<file path="config.mk">
export PLATFORM = sky130hd
export DESIGN_NAME = sma_crossover_signal
export DESIGN_NICKNAME = d
export VERILOG_FILES = /design/src/hdl/smac_pkg.sv /design/src/hdl/smac_ram.sv /design/src/hdl/smac_window.sv /design/src/hdl/smac_decide.sv /design/src/hdl/sma_crossover_signal.sv
export SDC_FILE = /design/constraint.sdc
export NUM_CORES = 2
export LEC_CHECK = 0
export BUFFER_PORTS_ARGS = -buffer_cell sky130_fd_sc_hd__buf_2
export CORE_MARGIN = 4
export CORE_UTILIZATION = 47
export CTS_BUF_LIST = sky130_fd_sc_hd__clkbuf_16
export DETAILED_ROUTE_END_ITERATION = 12
export HOLD_SLACK_MARGIN = 0.03
export PLACE_DENSITY = 0.61
export REMOVE_ABC_BUFFERS = 1
export SYNTH_ARGS = -nofsm -noshare
export SYNTH_HDL_FRONTEND = slang
export SYNTH_SLANG_ARGS = --single-unit
</file>
<file path="constraint.sdc">
create_clock -name clk_i -period 8.8 [get_ports clk_i]
set_input_delay 2.64 -clock clk_i [delete_from_list [all_inputs] [get_ports clk_i]]
set_output_delay 2.64 -clock clk_i [all_outputs]
set_load 0.03 [all_outputs]
</file>
<file path="src/hdl/smac_pkg.sv">
// ----------------------------------------------------------------------------
// smac_pkg
// Shared constants for the moving-average crossover signal block: register
// indexes, signal codes and register reset values.
// ----------------------------------------------------------------------------
package smac_pkg;

  localparam int unsigned LEN_BITS     = 7;
  localparam int unsigned CFG_IDX_BITS = 2;
  localparam int unsigned CODE_BITS    = 2;

  localparam logic [CFG_IDX_BITS-1:0] CFG_SHORT_LEN = CFG_IDX_BITS'(0);
  localparam logic [CFG_IDX_BITS-1:0] CFG_LONG_LEN  = CFG_IDX_BITS'(1);

  localparam logic [CODE_BITS-1:0] SIG_NONE = CODE_BITS'(0);
  localparam logic [CODE_BITS-1:0] SIG_LONG = CODE_BITS'(1);
  localparam logic [CODE_BITS-1:0] SIG_EXIT = CODE_BITS'(2);

  localparam logic [LEN_BITS-1:0] SHORT_LEN_RST = LEN_BITS'(10);
  localparam logic [LEN_BITS-1:0] LONG_LEN_RST  = LEN_BITS'(30);

endpackage

</file>
<file path="src/hdl/smac_ram.sv">
// ----------------------------------------------------------------------------
// smac_ram
// Generic single-write, single-read RAM with a registered, read-first output.
// ----------------------------------------------------------------------------
module smac_ram #(
  parameter int unsigned WIDTH = 32,
  parameter int unsigned DEPTH = 64,
  localparam int unsigned AW   = (DEPTH > 1) ? $clog2(DEPTH) : 1
) (
  input  logic             clk_i,
  input  logic             we_i,
  input  logic [AW-1:0]    waddr_i,
  input  logic [WIDTH-1:0] wdata_i,
  input  logic             re_i,
  input  logic [AW-1:0]    raddr_i,
  output logic [WIDTH-1:0] rdata_o
);

  logic [WIDTH-1:0] mem_q [DEPTH];
  logic [WIDTH-1:0] rdata_q;

  always_ff @(posedge clk_i) begin
    if (we_i) begin
      mem_q[waddr_i] <= wdata_i;
    end
    if (re_i) begin
      rdata_q <= mem_q[raddr_i];
    end
  end

  assign rdata_o = rdata_q;

endmodule

</file>
<file path="src/hdl/smac_window.sv">
// ----------------------------------------------------------------------------
// smac_window
// Price history ring and running window sums. Writes each price into the
// ring, reads the two prices leaving the windows and updates both sums.
// ----------------------------------------------------------------------------
module smac_window import smac_pkg::*; #(
  parameter int unsigned MAX_WINDOW = 64,
  parameter int unsigned PRICE_BITS = 32,
  localparam int unsigned AW = $clog2(MAX_WINDOW),
  localparam int unsigned CW = $clog2(MAX_WINDOW + 1),
  localparam int unsigned LW = (CW > LEN_BITS) ? CW : LEN_BITS,
  localparam int unsigned SW = PRICE_BITS + AW
) (
  input  logic                  clk_i,
  input  logic                  rst_ni,
  input  logic                  restart_i,
  input  logic [LW-1:0]         short_len_i,
  input  logic [LW-1:0]         long_len_i,
  input  logic [LW-1:0]         need_i,
  input  logic                  in_valid_i,
  output logic                  in_stall_o,
  input  logic [PRICE_BITS-1:0] price_i,
  output logic                  item_valid_o,
  input  logic                  take_i,
  output logic [SW-1:0]         short_sum_o,
  output logic [SW-1:0]         long_sum_o,
  output logic                  warm_o
);

  logic [AW-1:0] slot_q, slot_d;
  logic [CW-1:0] count_q, count_d, count_inc;
  logic [AW-1:0] idx_s, idx_l;
  logic [LW:0]   base_s, base_l;
  logic          accept, s1_free, s2_free, s1_adv;

  logic                  s1_valid_q;
  logic [PRICE_BITS-1:0] s1_price_q;
  logic                  s1_sub_s_q, s1_sub_l_q, s1_warm_q;
  logic [PRICE_BITS-1:0] rd_s, rd_l;

  logic          s2_valid_q;
  logic [SW-1:0] short_sum_q, short_sum_d;
  logic [SW-1:0] long_sum_q, long_sum_d;
  logic          s2_warm_q;

  // pipeline flow
  assign s2_free    = !s2_valid_q || take_i;
  assign s1_free    = !s1_valid_q || s2_free;
  assign s1_adv     = s1_valid_q && s2_free;
  assign accept     = in_valid_i && s1_free;
  assign in_stall_o = !s1_free;

  // ring addresses of the prices leaving each window
  always_comb begin
    base_s = (LW+1)'(slot_q) + (LW+1)'(MAX_WINDOW) - (LW+1)'(short_len_i);
    base_l = (LW+1)'(slot_q) + (LW+1)'(MAX_WINDOW) - (LW+1)'(long_len_i);
    if (base_s >= (LW+1)'(MAX_WINDOW)) begin
      base_s = base_s - (LW+1)'(MAX_WINDOW);
    end
    if (base_l >= (LW+1)'(MAX_WINDOW)) begin
      base_l = base_l - (LW+1)'(MAX_WINDOW);
    end
    idx_s = base_s[AW-1:0];
    idx_l = base_l[AW-1:0];
  end

  always_comb begin
    count_inc = (count_q == CW'(MAX_WINDOW)) ? count_q : count_q + CW'(1);
    slot_d    = slot_q;
    count_d   = count_q;
    if (restart_i) begin
      slot_d  = '0;
      count_d = '0;
    end else if (accept) begin
      slot_d  = (slot_q == AW'(MAX_WINDOW - 1)) ? '0 : slot_q + AW'(1);
      count_d = count_inc;
    end
  end

  always_ff @(posedge clk_i or negedge rst_ni) begin
    if (!rst_ni) begin
      slot_q     <= '0;
      count_q    <= '0;
      s1_valid_q <= 1'b0;
    end else begin
      slot_q  <= slot_d;
      count_q <= count_d;
      if (s1_free) begin
        s1_valid_q <= accept;
      end
    end
  end

  always_ff @(posedge clk_i) begin
    if (accept) begin
      s1_price_q <= price_i;
      s1_sub_s_q <= LW'(count_q) >= short_len_i;
      s1_sub_l_q <= LW'(count_q) >= long_len_i;
      s1_warm_q  <= LW'(count_inc) >= need_i;
    end
  end

  smac_ram #(
    .WIDTH(PRICE_BITS),
    .DEPTH(MAX_WINDOW)
  ) u_ring_short (
    .clk_i  (clk_i),
    .we_i   (accept),
    .waddr_i(slot_q),
    .wdata_i(price_i),
    .re_i   (accept),
    .raddr_i(idx_s),
    .rdata_o(rd_s)
  );

  smac_ram #(
    .WIDTH(PRICE_BITS),
    .DEPTH(MAX_WINDOW)
  ) u_ring_long (
    .clk_i  (clk_i),
    .we_i   (accept),
    .waddr_i(slot_q),
    .wdata_i(price_i),
    .re_i   (accept),
    .raddr_i(idx_l),
    .rdata_o(rd_l)
  );

  // running sums, old price out and new price in
  always_comb begin
    short_sum_d = short_sum_q + SW'(s1_price_q)
                - (s1_sub_s_q ? SW'(rd_s) : SW'(0));
    long_sum_d  = long_sum_q + SW'(s1_price_q)
                - (s1_sub_l_q ? SW'(rd_l) : SW'(0));
  end

  always_ff @(posedge clk_i or negedge rst_ni) begin
    if (!rst_ni) begin
      s2_valid_q  <= 1'b0;
      short_sum_q <= '0;
      long_sum_q  <= '0;
    end else begin
      if (s2_free) begin
        s2_valid_q <= s1_valid_q;
      end
      if (restart_i) begin
        short_sum_q <= '0;
        long_sum_q  <= '0;
      end else if (s1_adv) begin
        short_sum_q <= short_sum_d;
        long_sum_q  <= long_sum_d;
      end
    end
  end

  always_ff @(posedge clk_i) begin
    if (s1_adv) begin
      s2_warm_q <= s1_warm_q;
    end
  end

  assign item_valid_o = s2_valid_q;
  assign short_sum_o  = short_sum_q;
  assign long_sum_o   = long_sum_q;
  assign warm_o       = s2_warm_q;

  a_count_range: assert property (@(posedge clk_i) disable iff (!rst_ni)
    count_q <= CW'(MAX_WINDOW))
    else $error("sample count above window maximum");

  a_restart_clears: assert property (@(posedge clk_i) disable iff (!rst_ni)
    restart_i |=> (count_q == '0 && slot_q == '0 && short_sum_q == '0 && long_sum_q == '0))
    else $error("history not cleared after restart");

  a_ring_data_held: assert property (@(posedge clk_i) disable iff (!rst_ni)
    (s1_valid_q && !s2_free) |=> ($stable(rd_s) && $stable(rd_l)))
    else $error("ring read data lost while stage is held");

endmodule

</file>
<file path="src/hdl/smac_decide.sv">
// ----------------------------------------------------------------------------
// smac_decide
// Cross-multiplies the window sums with the opposite window lengths,
// compares the products and tracks the position flag.
// ----------------------------------------------------------------------------
module smac_decide import smac_pkg::*; #(
  parameter int unsigned MAX_WINDOW = 64,
  parameter int unsigned PRICE_BITS = 32,
  localparam int unsigned AW = $clog2(MAX_WINDOW),
  localparam int unsigned CW = $clog2(MAX_WINDOW + 1),
  localparam int unsigned LW = (CW > LEN_BITS) ? CW : LEN_BITS,
  localparam int unsigned SW = PRICE_BITS + AW,
  localparam int unsigned PW = SW + LW
) (
  input  logic                 clk_i,
  input  logic                 rst_ni,
  input  logic [LW-1:0]        short_len_i,
  input  logic [LW-1:0]        long_len_i,
  input  logic                 item_valid_i,
  output logic                 take_o,
  input  logic [SW-1:0]        short_sum_i,
  input  logic [SW-1:0]        long_sum_i,
  input  logic                 warm_i,
  output logic                 out_valid_o,
  input  logic                 out_stall_i,
  output logic [CODE_BITS-1:0] signal_code_o,
  output logic                 in_position_o,
  output logic                 warmed_up_o
);

  logic          s3_valid_q, s3_warm_q;
  logic [PW-1:0] prod_s_q, prod_l_q;
  logic          s3_free, s4_free, s4_load;

  logic                 out_valid_q, warm_q, holding_q, holding_d;
  logic [CODE_BITS-1:0] code_q, code_d;

  assign s4_free = !out_valid_q || !out_stall_i;
  assign s3_free = !s3_valid_q || s4_free;
  assign s4_load = s3_valid_q && s4_free;
  assign take_o  = s3_free;

  always_ff @(posedge clk_i or negedge rst_ni) begin
    if (!rst_ni) begin
      s3_valid_q <= 1'b0;
    end else if (s3_free) begin
      s3_valid_q <= item_valid_i;
    end
  end

  // short mean against long mean, as sum times the other length
  always_ff @(posedge clk_i) begin
    if (item_valid_i && s3_free) begin
      prod_s_q  <= PW'(short_sum_i) * PW'(long_len_i);
      prod_l_q  <= PW'(long_sum_i) * PW'(short_len_i);
      s3_warm_q <= warm_i;
    end
  end

  always_comb begin
    code_d    = SIG_NONE;
    holding_d = holding_q;
    if (s3_warm_q) begin
      if (prod_s_q > prod_l_q && !holding_q) begin
        code_d    = SIG_LONG;
        holding_d = 1'b1;
      end else if (prod_s_q < prod_l_q && holding_q) begin
        code_d    = SIG_EXIT;
        holding_d = 1'b0;
      end
    end
  end

  always_ff @(posedge clk_i or negedge rst_ni) begin
    if (!rst_ni) begin
      out_valid_q <= 1'b0;
      holding_q   <= 1'b0;
    end else begin
      if (s4_free) begin
        out_valid_q <= s3_valid_q;
      end
      if (s4_load) begin
        holding_q <= holding_d;
      end
    end
  end

  always_ff @(posedge clk_i) begin
    if (s4_load) begin
      code_q <= code_d;
      warm_q <= s3_warm_q;
    end
  end

  assign out_valid_o   = out_valid_q;
  assign signal_code_o = code_q;
  assign in_position_o = holding_q;
  assign warmed_up_o   = warm_q;

  a_signal_needs_warm: assert property (@(posedge clk_i) disable iff (!rst_ni)
    (out_valid_o && signal_code_o != SIG_NONE) |-> warmed_up_o)
    else $error("signal given before warm-up");

  a_position_follows: assert property (@(posedge clk_i) disable iff (!rst_ni)
    out_valid_o |-> ((signal_code_o != SIG_LONG || in_position_o) &&
                     (signal_code_o != SIG_EXIT || !in_position_o)))
    else $error("position flag disagrees with signal");

  a_holding_moves_on_signal: assert property (@(posedge clk_i) disable iff (!rst_ni)
    !$stable(holding_q) |-> (out_valid_o &&
      (signal_code_o == SIG_LONG || signal_code_o == SIG_EXIT)))
    else $error("position changed without a signal");

endmodule

</file>
<file path="src/hdl/sma_crossover_signal.sv">
// ----------------------------------------------------------------------------
// sma_crossover_signal
// Moving-average crossover detector over a stream of prices.
// ----------------------------------------------------------------------------
// Input channel: in_valid_i / in_stall_o with one price_i per beat. Output
// channel: out_valid_o / out_stall_i, one beat per input beat carrying
// signal_code_o (none, enter long, exit), in_position_o and warmed_up_o.
// A beat moves on a rising edge with valid high and stall low.
// Input beats pass registered stages in order: ring read, window sum update,
// cross-multiply, compare. One beat is taken every cycle while in_stall_o is
// low; the rate is set by the two ring memories, each with one write and one
// read port, so every price costs two writes and two reads in the same cycle.
// cfg_we_i writes short_len (index 0) or long_len (index 1) and restarts the
// price history; the position flag is kept. Other indexes are ignored.
// Write configuration only while no beat is in flight.
// Reset sets the windows to 10 and 30, empties the history and goes flat.
// The ring needs no clearing pass. When out_stall_i is high the result and
// the three stages behind it hold; in_stall_o rises once all are full.
// ----------------------------------------------------------------------------
module sma_crossover_signal import smac_pkg::*; #(
  parameter int unsigned MAX_WINDOW = 64,
  parameter int unsigned PRICE_BITS = 32
) (
  input  logic                    clk_i,
  input  logic                    rst_ni,
  input  logic                    cfg_we_i,
  input  logic [CFG_IDX_BITS-1:0] cfg_idx_i,
  input  logic [LEN_BITS-1:0]     cfg_data_i,
  input  logic                    in_valid_i,
  output logic                    in_stall_o,
  input  logic [PRICE_BITS-1:0]   price_i,
  output logic                    out_valid_o,
  input  logic                    out_stall_i,
  output logic [CODE_BITS-1:0]    signal_code_o,
  output logic                    in_position_o,
  output logic                    warmed_up_o
);

  localparam int unsigned AW = $clog2(MAX_WINDOW);
  localparam int unsigned CW = $clog2(MAX_WINDOW + 1);
  localparam int unsigned LW = (CW > LEN_BITS) ? CW : LEN_BITS;
  localparam int unsigned SW = PRICE_BITS + AW;

  logic [LEN_BITS-1:0] short_len_q, long_len_q;
  logic [LW-1:0]       short_eff, long_eff, need;
  logic                restart;
  logic                item_valid, take, warm;
  logic [SW-1:0]       short_sum, long_sum;

  assign restart = cfg_we_i && (cfg_idx_i == CFG_SHORT_LEN || cfg_idx_i == CFG_LONG_LEN);

  always_ff @(posedge clk_i or negedge rst_ni) begin
    if (!rst_ni) begin
      short_len_q <= SHORT_LEN_RST;
      long_len_q  <= LONG_LEN_RST;
    end else if (cfg_we_i) begin
      case (cfg_idx_i)
        CFG_SHORT_LEN: short_len_q <= cfg_data_i;
        CFG_LONG_LEN:  long_len_q  <= cfg_data_i;
        default: begin
        end
      endcase
    end
  end

  // zero acts as one, above the ring depth acts as the depth
  always_comb begin
    if (short_len_q == '0) begin
      short_eff = LW'(1);
    end else if (LW'(short_len_q) > LW'(MAX_WINDOW)) begin
      short_eff = LW'(MAX_WINDOW);
    end else begin
      short_eff = LW'(short_len_q);
    end
    if (long_len_q == '0) begin
      long_eff = LW'(1);
    end else if (LW'(long_len_q) > LW'(MAX_WINDOW)) begin
      long_eff = LW'(MAX_WINDOW);
    end else begin
      long_eff = LW'(long_len_q);
    end
    need = (short_eff > long_eff) ? short_eff : long_eff;
  end

  smac_window #(
    .MAX_WINDOW(MAX_WINDOW),
    .PRICE_BITS(PRICE_BITS)
  ) u_window (
    .clk_i       (clk_i),
    .rst_ni      (rst_ni),
    .restart_i   (restart),
    .short_len_i (short_eff),
    .long_len_i  (long_eff),
    .need_i      (need),
    .in_valid_i  (in_valid_i),
    .in_stall_o  (in_stall_o),
    .price_i     (price_i),
    .item_valid_o(item_valid),
    .take_i      (take),
    .short_sum_o (short_sum),
    .long_sum_o  (long_sum),
    .warm_o      (warm)
  );

  smac_decide #(
    .MAX_WINDOW(MAX_WINDOW),
    .PRICE_BITS(PRICE_BITS)
  ) u_decide (
    .clk_i        (clk_i),
    .rst_ni       (rst_ni),
    .short_len_i  (short_eff),
    .long_len_i   (long_eff),
    .item_valid_i (item_valid),
    .take_o       (take),
    .short_sum_i  (short_sum),
    .long_sum_i   (long_sum),
    .warm_i       (warm),
    .out_valid_o  (out_valid_o),
    .out_stall_i  (out_stall_i),
    .signal_code_o(signal_code_o),
    .in_position_o(in_position_o),
    .warmed_up_o  (warmed_up_o)
  );

endmodule

</file>
Word-level counts from Yosys, hierarchy flattened
Memories as Yosys holds them, arrays and structs flattened. A register that Yosys moved wholly into a read port is not among the register bits.
Cells that the tools add are included.
- register bits after elaboration: 238
- output and inout bits: 6
- memories kept: 2
- logic and storage cells: 105
- RAM bits: 4096
- input port bits: 46
- multipliers: 2
- $lt $le $gt $ge: 10
- multiplexer cells: 25
- $add $sub $neg: 11
- reductions and logical operators: 29
- eq/ne operators: 3
- bitwise operators: 1
- memory list (name ; words ; bits a word ; rd ports ; clocked after memory_dff ; wr ports ; line ; text):
    u_window.u_ring_long.mem_q ; 64 ; 32 ; 1 ; 1 ; 1 ; smac_ram.sv:19 ; logic [WIDTH-1:0] mem_q [DEPTH];
    u_window.u_ring_short.mem_q ; 64 ; 32 ; 1 ; 1 ; 1 ; smac_ram.sv:19 ;
- operators by type and width (kind ; count):
    $mux 38 ; 4
    $mul 38x7->45 ; 2
    $add 38x32->38 ; 2
    $sub 38x38->38 ; 2
    $mux 32 ; 2
    $mux 7 ; 8
    $gt 45x45->1 ; 1
    $lt 45x45->1 ; 1
    $mux 6 ; 5
    $ge 7x7->1 ; 3
    $ge 8x7->1 const B ; 2
    $sub 8x7->8 ; 2
    $gt 7x7->1 const B ; 2
    $logic_not 7->1 ; 2
    $sub 6x1->6 const B ; 2
    $add 6x7->8 const B ; 1
    $add 7x1->7 const B ; 1
    $eq 7x7->1 const B ; 1
    $gt 7x7->1 ; 1
    $logic_and 1x1->1 ; 7
    $logic_not 1->1 ; 7
    $add 6x1->6 const B ; 1
    $eq 6x6->1 const B ; 1
    $reduce_bool 2->1 ; 3
    9 further kinds ; 18

Logic depth before layout (Yosys ltp)
- depth in word-level cells: 8
- depth in mapped cells: 26
- depth with buffers taken out: 22

By module
A second synthesis with hierarchy kept.
- cells, all modules: 10411
- area total of the unflattened synthesis: 191392.3 µm²
- modules (own cells, without submodules) (module ; times used ; sequential area each (µm²) ; area an instance (µm²) ; cells an instance):
    smac_ram ; 2 ; 62459.9 ; 78835.6 ; 3324
    smac_decide ; 1 ; 2897.8 ; 20573.5 ; 2200
    smac_window ; 1 ; 3358.2 ; 12250.5 ; 1479
    sma_crossover_signal ; 1 ; 357.8 ; 897.1 ; 84

Worst setup path after synthesis
Ideal clock, no wire load.
- path kind: input -> register
- start point: input port out_stall_i
- end point: memory u_window.u_ring_short.mem_q[60][0] (enable)
- data required time: 8.379 ns
- cell stages on the path: 7
- data arrival time: 8.567 ns
- buffers on the path: 1
- setup slack: -0.188 ns
- setup time: 0.421 ns
- cells stage by stage: and3_1 nand3_1 nand2_1 inv_1 buf_1 nand3_1 nor2_1
- longest elaborated chain between the ends: 8
- ends and longest elaborated chain (element ; line ; text):
    start: declaration ; sma_crossover_signal.sv:33 ; input logic out_stall_i,
    $logic_not 1->1 ; smac_decide.sv:38 ; assign s4_free = !out_valid_q || !out_stall_i;
    $logic_or 1x1->1 ; smac_decide.sv:38 ;
    $logic_or 1x1->1 ; smac_decide.sv:39 ; assign s3_free = !s3_valid_q || s4_free;
    $logic_or 1x1->1 ; smac_window.sv:47 ; assign s2_free = !s2_valid_q || take_i;
    $logic_or 1x1->1 ; smac_window.sv:48 ; assign s1_free = !s1_valid_q || s2_free;
    $logic_and 1x1->1 ; smac_window.sv:50 ; assign accept = in_valid_i && s1_free;
    named net u_window.accept ; smac_window.sv:34 ; logic accept, s1_free, s2_free, s1_adv;
    $mux 1 ; smac_ram.sv:23 ; if (we_i) begin
    $mux 1 (not written as such) ; smac_ram.sv:24 ; mem_q[waddr_i] <= wdata_i;
    end: declaration ; smac_ram.sv:19 ;
The timed path passes the listed nets, and every way through them passes these cells.

Final worst setup path
- start point: register long_len_q[6]
- end point: register u_decide.prod_s_q[43] (data pin)
- longest elaborated chain between the ends: 4
- elaborated cells on any way between the ends: 5
- classes of those cells: mul: 1; order compare: 1; mux: 2; reduce/logical: 1
- ends and longest elaborated chain (element ; line ; text):
    start: declaration ; sma_crossover_signal.sv:44 ; logic [LEN_BITS-1:0] short_len_q, long_len_q;
    start signal: assignment ; sma_crossover_signal.sv:59 ; CFG_LONG_LEN: long_len_q <= cfg_data_i;
    $gt 7x7->1 ; sma_crossover_signal.sv:77 ; end else if (LW'(long_len_q) > LW'(MAX_WINDOW)) begin
    $mux 7 ; sma_crossover_signal.sv:77 ;
    $mux 7 (*) ; sma_crossover_signal.sv:75 ; if (long_len_q == '0) begin
    $mul 38x7->45 (*) ; smac_decide.sv:54 ; prod_s_q <= PW'(short_sum_i) * PW'(long_len_i);
    end signal: assignment ; smac_decide.sv:54 ;
    end: declaration ; smac_decide.sv:32 ; logic [PW-1:0] prod_s_q, prod_l_q;
Every way passes the cells marked *; elsewhere a longest branch is shown, timed or not.
A chain may end at the register's enable or synchronous reset.

==> key figures <==
Place
  • Post-DP HPWL: about 240000 µm
  • Final GP Congestion: 0.933
  • IO buf count: about 50

Final layout
  • Layout cell share with drive strength beyond 1: 0.254
  • NumNets Final: approximately 8.6k
  • Synthesis-to-finish area growth: 11.0%
  • Fill cells: about 22k

Route
  • Final wirelength: between 300000 and 400000 µm
  • DRC errors left: 0
  • Final antenna-violating net count: 0
  • WL per Instance: around 32 µm
  • DRT Pass-1 Iters: 6
  • Via count: 74.9k
  • Routed vias/inst: about 6.4
  • DRT iter0 DRCs: 8411

Die
  • Core area: 0.271 mm²
  • I/O pin count: 52
  • Chip Height: 530 µm
  • Die area: 0.281 mm²
  • Core Rows: ~190
  • Starting Density: 0.473
  • DIE WIDTH: around 530 µm

Clock tree
  • CTS sink count: 2350
  • Reg clk slew, reported paths: about 0.060 ns
  • Post-CTS Setup Bufs: 0
  • Post-cts resize count: 0
  • TritonCTS buffer count: about 270
  • Root buf cell: clkbuf_16
  • CTS tree: done
  • Max Buffers Root-to-Sink: 4
  • Clock Latency Late Sink: between 0.8 and 0.9 ns
  • H-tree levels: 5
  • Post-CTS Hold Buffers: 0

Yosys
  • Synth top area share: 0.525
  • Post-Syn Area: ~0.13 mm²
  • Cells after synthesis: a little under 8k
  • Count leader, synth: edfxtp_1
  • Commonest cells post-synth: edfxtp_1 (2242), mux4_2 (1280), inv_1 (659), nor2_1 (559), fa_1 (424)
  • Largest cells by area after synthesis: edfxtp_1 (52%), mux4_2 (22%), fa_1 (6.6%), ha_1 (2.8%), dfrtp_1 (2.0%)
  • Synthesized flop and latch total: around 2.4k
  • Ys flop type: edfxtp_1
  • Number of library cell types mapped by synthesis: 79
  • Post-synth EDFFs: about 2.2k
  • Async SR Flop Fraction: 0.0460
  • Syn Area/Cell: 16.5 µm²
  • Cell taking the most area after synthesis: edfxtp_1
  • Syn. warnings: 0
  • Post-synthesis sequential area ratio: 0.546

STA
  • Tmin final: ~7.7 ns
  • Setup tns final: 0 ns
  • Final setup vio count: 0
  • Final Hold Fails: 0
  • RSZ-0062 raised after global routing: no
  • Slew @ Worst Pin: approximately 1.4 ns
  • Clock skew: ~0.08 ns
  • Max-slew violations: 0
  • Final period util: 0.870
  • Max_slew headroom: 0.0903
  • Maximum clock rate: approximately 130 MHz
  • Hold_ws: 0.491 ns

Hold path
  • Hold WC Path Type: register to register

Global routing
  • Vias in the first global route: just under 80k
  • Initial antenna violation count: 16
  • GR Util All Layers: 0.265
  • Overflow after GRT: 0
  • Global-route wire length before repair: about 540000 µm
  • Pin count of the biggest net entering global routing: between 80 and 90

Setup path
  • Crit path capture type: register
  • Critical Path AT: about 8.3 ns
  • WP buf/inv: 4
  • WP data required: approximately 9.4 ns
  • Crit-path max FO: 28
  • Critical path class: register to register
  • Family with the most delay on the worst path: adder cells
  • Setup slack, reg-to-reg: between 1 and 1.5 ns
  • Worst-path cell with the longest stage delay: nor2b_1
  • Critical-path cell list: nor2b_1 > inv_1 > buf_4 > nor2_1 > fa_1 > fa_1 > fa_1 > inv_1 > fa_1 > inv_1 > ha_1 > o21a_1 > o21ai_0 > nand2b_1 > a21oi_1 > a211oi_1 > o21ai_1 > a41oi_1 > a31o_2 > or3b_1 > o311ai_1
  • Startpoint types: register
  • Slowest stage delay, CP: between 0.9 and 1 ns
  • CP dominant cell by count: fa_1

Outcome
  • Status: finished, final reports clean

Flow run
  • Max-cap viol count: 0

Power and ir drop
  • Maximum VDD drop: roughly 0.43 mV
  • Power Dens Cells: roughly 410 mW/mm²
  • Leak: roughly 0.051 µW
-- metrics by stage --
step	std cells	power [µW]	area [µm²]	setup slack, ns	utilization
2_1_floorplan	7342	37200	127000	-14.09	-
3_3_place_gp	11200	47000	134000	1.33	0.494
3_5_place_dp	11200	47200	134000	1.15	0.494
4_1_cts	11700	58000	142000	1.14	0.525
5_1_grt	11700	60900	142000	0.796	0.525
6_report	11700	57800	142000	1.15	0.525
-- placed cells by master (no fill, tap or decap), drive strengths merged, types with 7 or more instances in the layout --
cell type,count
a211o,8
a211oi,84
a21o,115
a21oi,307
a31oi,18
and2,79
and3,19
buf,278
bufinv,16
clkbuf,275
clkinv,129
clkinvlp,9
dfrtp,102
diode,7
edfxtp,2242
fa,424
ha,288
inv,714
mux2,13
mux2i,77
mux4,1280
nand2,333
nand2b,49
nand3,54
nand3b,7
nand4,29
nor2,559
nor2b,108
nor3,31
o211ai,10
o21a,19
o21ai,129
o21bai,29
o31ai,7
or3,12
xnor2,87
xor2,62
-- flip-flops by register name (all words and copies together) (netlist names), 2 cells and up --
register,flops
u_window.long_sum_o,38
u_decide.signal_code_o,2
u_window.u_ring_long.mem_q,32
u_window.u_ring_long.rdata_o,32
u_window.u_ring_short.rdata_o,32
u_window.count_q,7
u_window.slot_q,6
u_window.short_sum_o,38
u_window.s1_price_q,32
long_len_q,7
u_decide.prod_l_q,45
short_len_q,7
u_decide.prod_s_q,45
u_window.u_ring_short.mem_q,2016
-- worst reg2reg max path: stages, from the launching register on --
cell,delay [ns]
dfrtp_1,0.76
nor2b_1,0.97
inv_1,0.39
buf_4,0.38
nor2_1,0.19
fa_1,0.46
fa_1,0.48
fa_1,0.51
inv_1,0.05
fa_1,0.50
inv_1,0.06
ha_1,0.39
o21a_1,0.15
o21ai_0,0.07
nand2b_1,0.08
a21oi_1,0.07
a211oi_1,0.48
o21ai_1,0.18
a41oi_1,0.52
a31o_2,0.32
or3b_1,0.37
o311ai_1,0.10
-- per-layer routing --
metal / track usage / wire length [µm] / part of all wire
met3: 0.0478 / 31000 / 0.083
met4: 0.0732 / 11100 / 0.030
met5: 0 / 41 / 0.00011
met1: 0.365 / 147000 / 0.40
met2: 0.437 / 183000 / 0.49
-- final cells by class --
class	count	area (µm²)	area share
Antenna cell	7	17.5	0.000123
Clock buffer	275	6880	0.0483
Clock inverter	199	1460	0.0102
Inverter	669	2520	0.0177
Multi-Input combinational cell	4323	54600	0.383
Sequential cell	2350	70000	0.492
Tap cell	3570	4470	0.0314
Timing Repair Buffer	278	2440	0.0171
-- kinds of logic after synthesis --
group / synth area share
compound gates: 0.0379
mux: 0.232
buf+inv: 0.0334
simple gates: 0.0465
xor+xnor: 0.0102
flops: 0.546
fa+ha+maj: 0.0943
-- path summary, 6_finish.rpt --
kind                                    startpoint                 endpoint  depth (start not counted)
worst max-delay path                 long_len_q[6]    u_decide.prod_s_q[43]                         21
worst min-delay path            u_decide.s3_warm_q   u_decide.in_position_o                          1
worst max register to register       long_len_q[6]    u_decide.prod_s_q[43]                         21
worst min register to register  u_decide.s3_warm_q   u_decide.in_position_o                          1
max in group asynchronous                   rst_ni  u_window.short_sum_o[7]                          2
min in group asynchronous                   rst_ni   u_window.long_sum_o[7]                          1
-- power breakdown --
| group | internal (µW) | leakage (µW) | switching, µW |
|---|---|---|---|
| sequential | 13400 | 0.0217 | 497 |
| combinational | 14100 | 0.0248 | 19000 |
| clock | 6160 | 0.00428 | 4590 |
| total | 33700 | 0.0507 | 24100 |
Note: power is estimated with default switching activity, not from simulation.
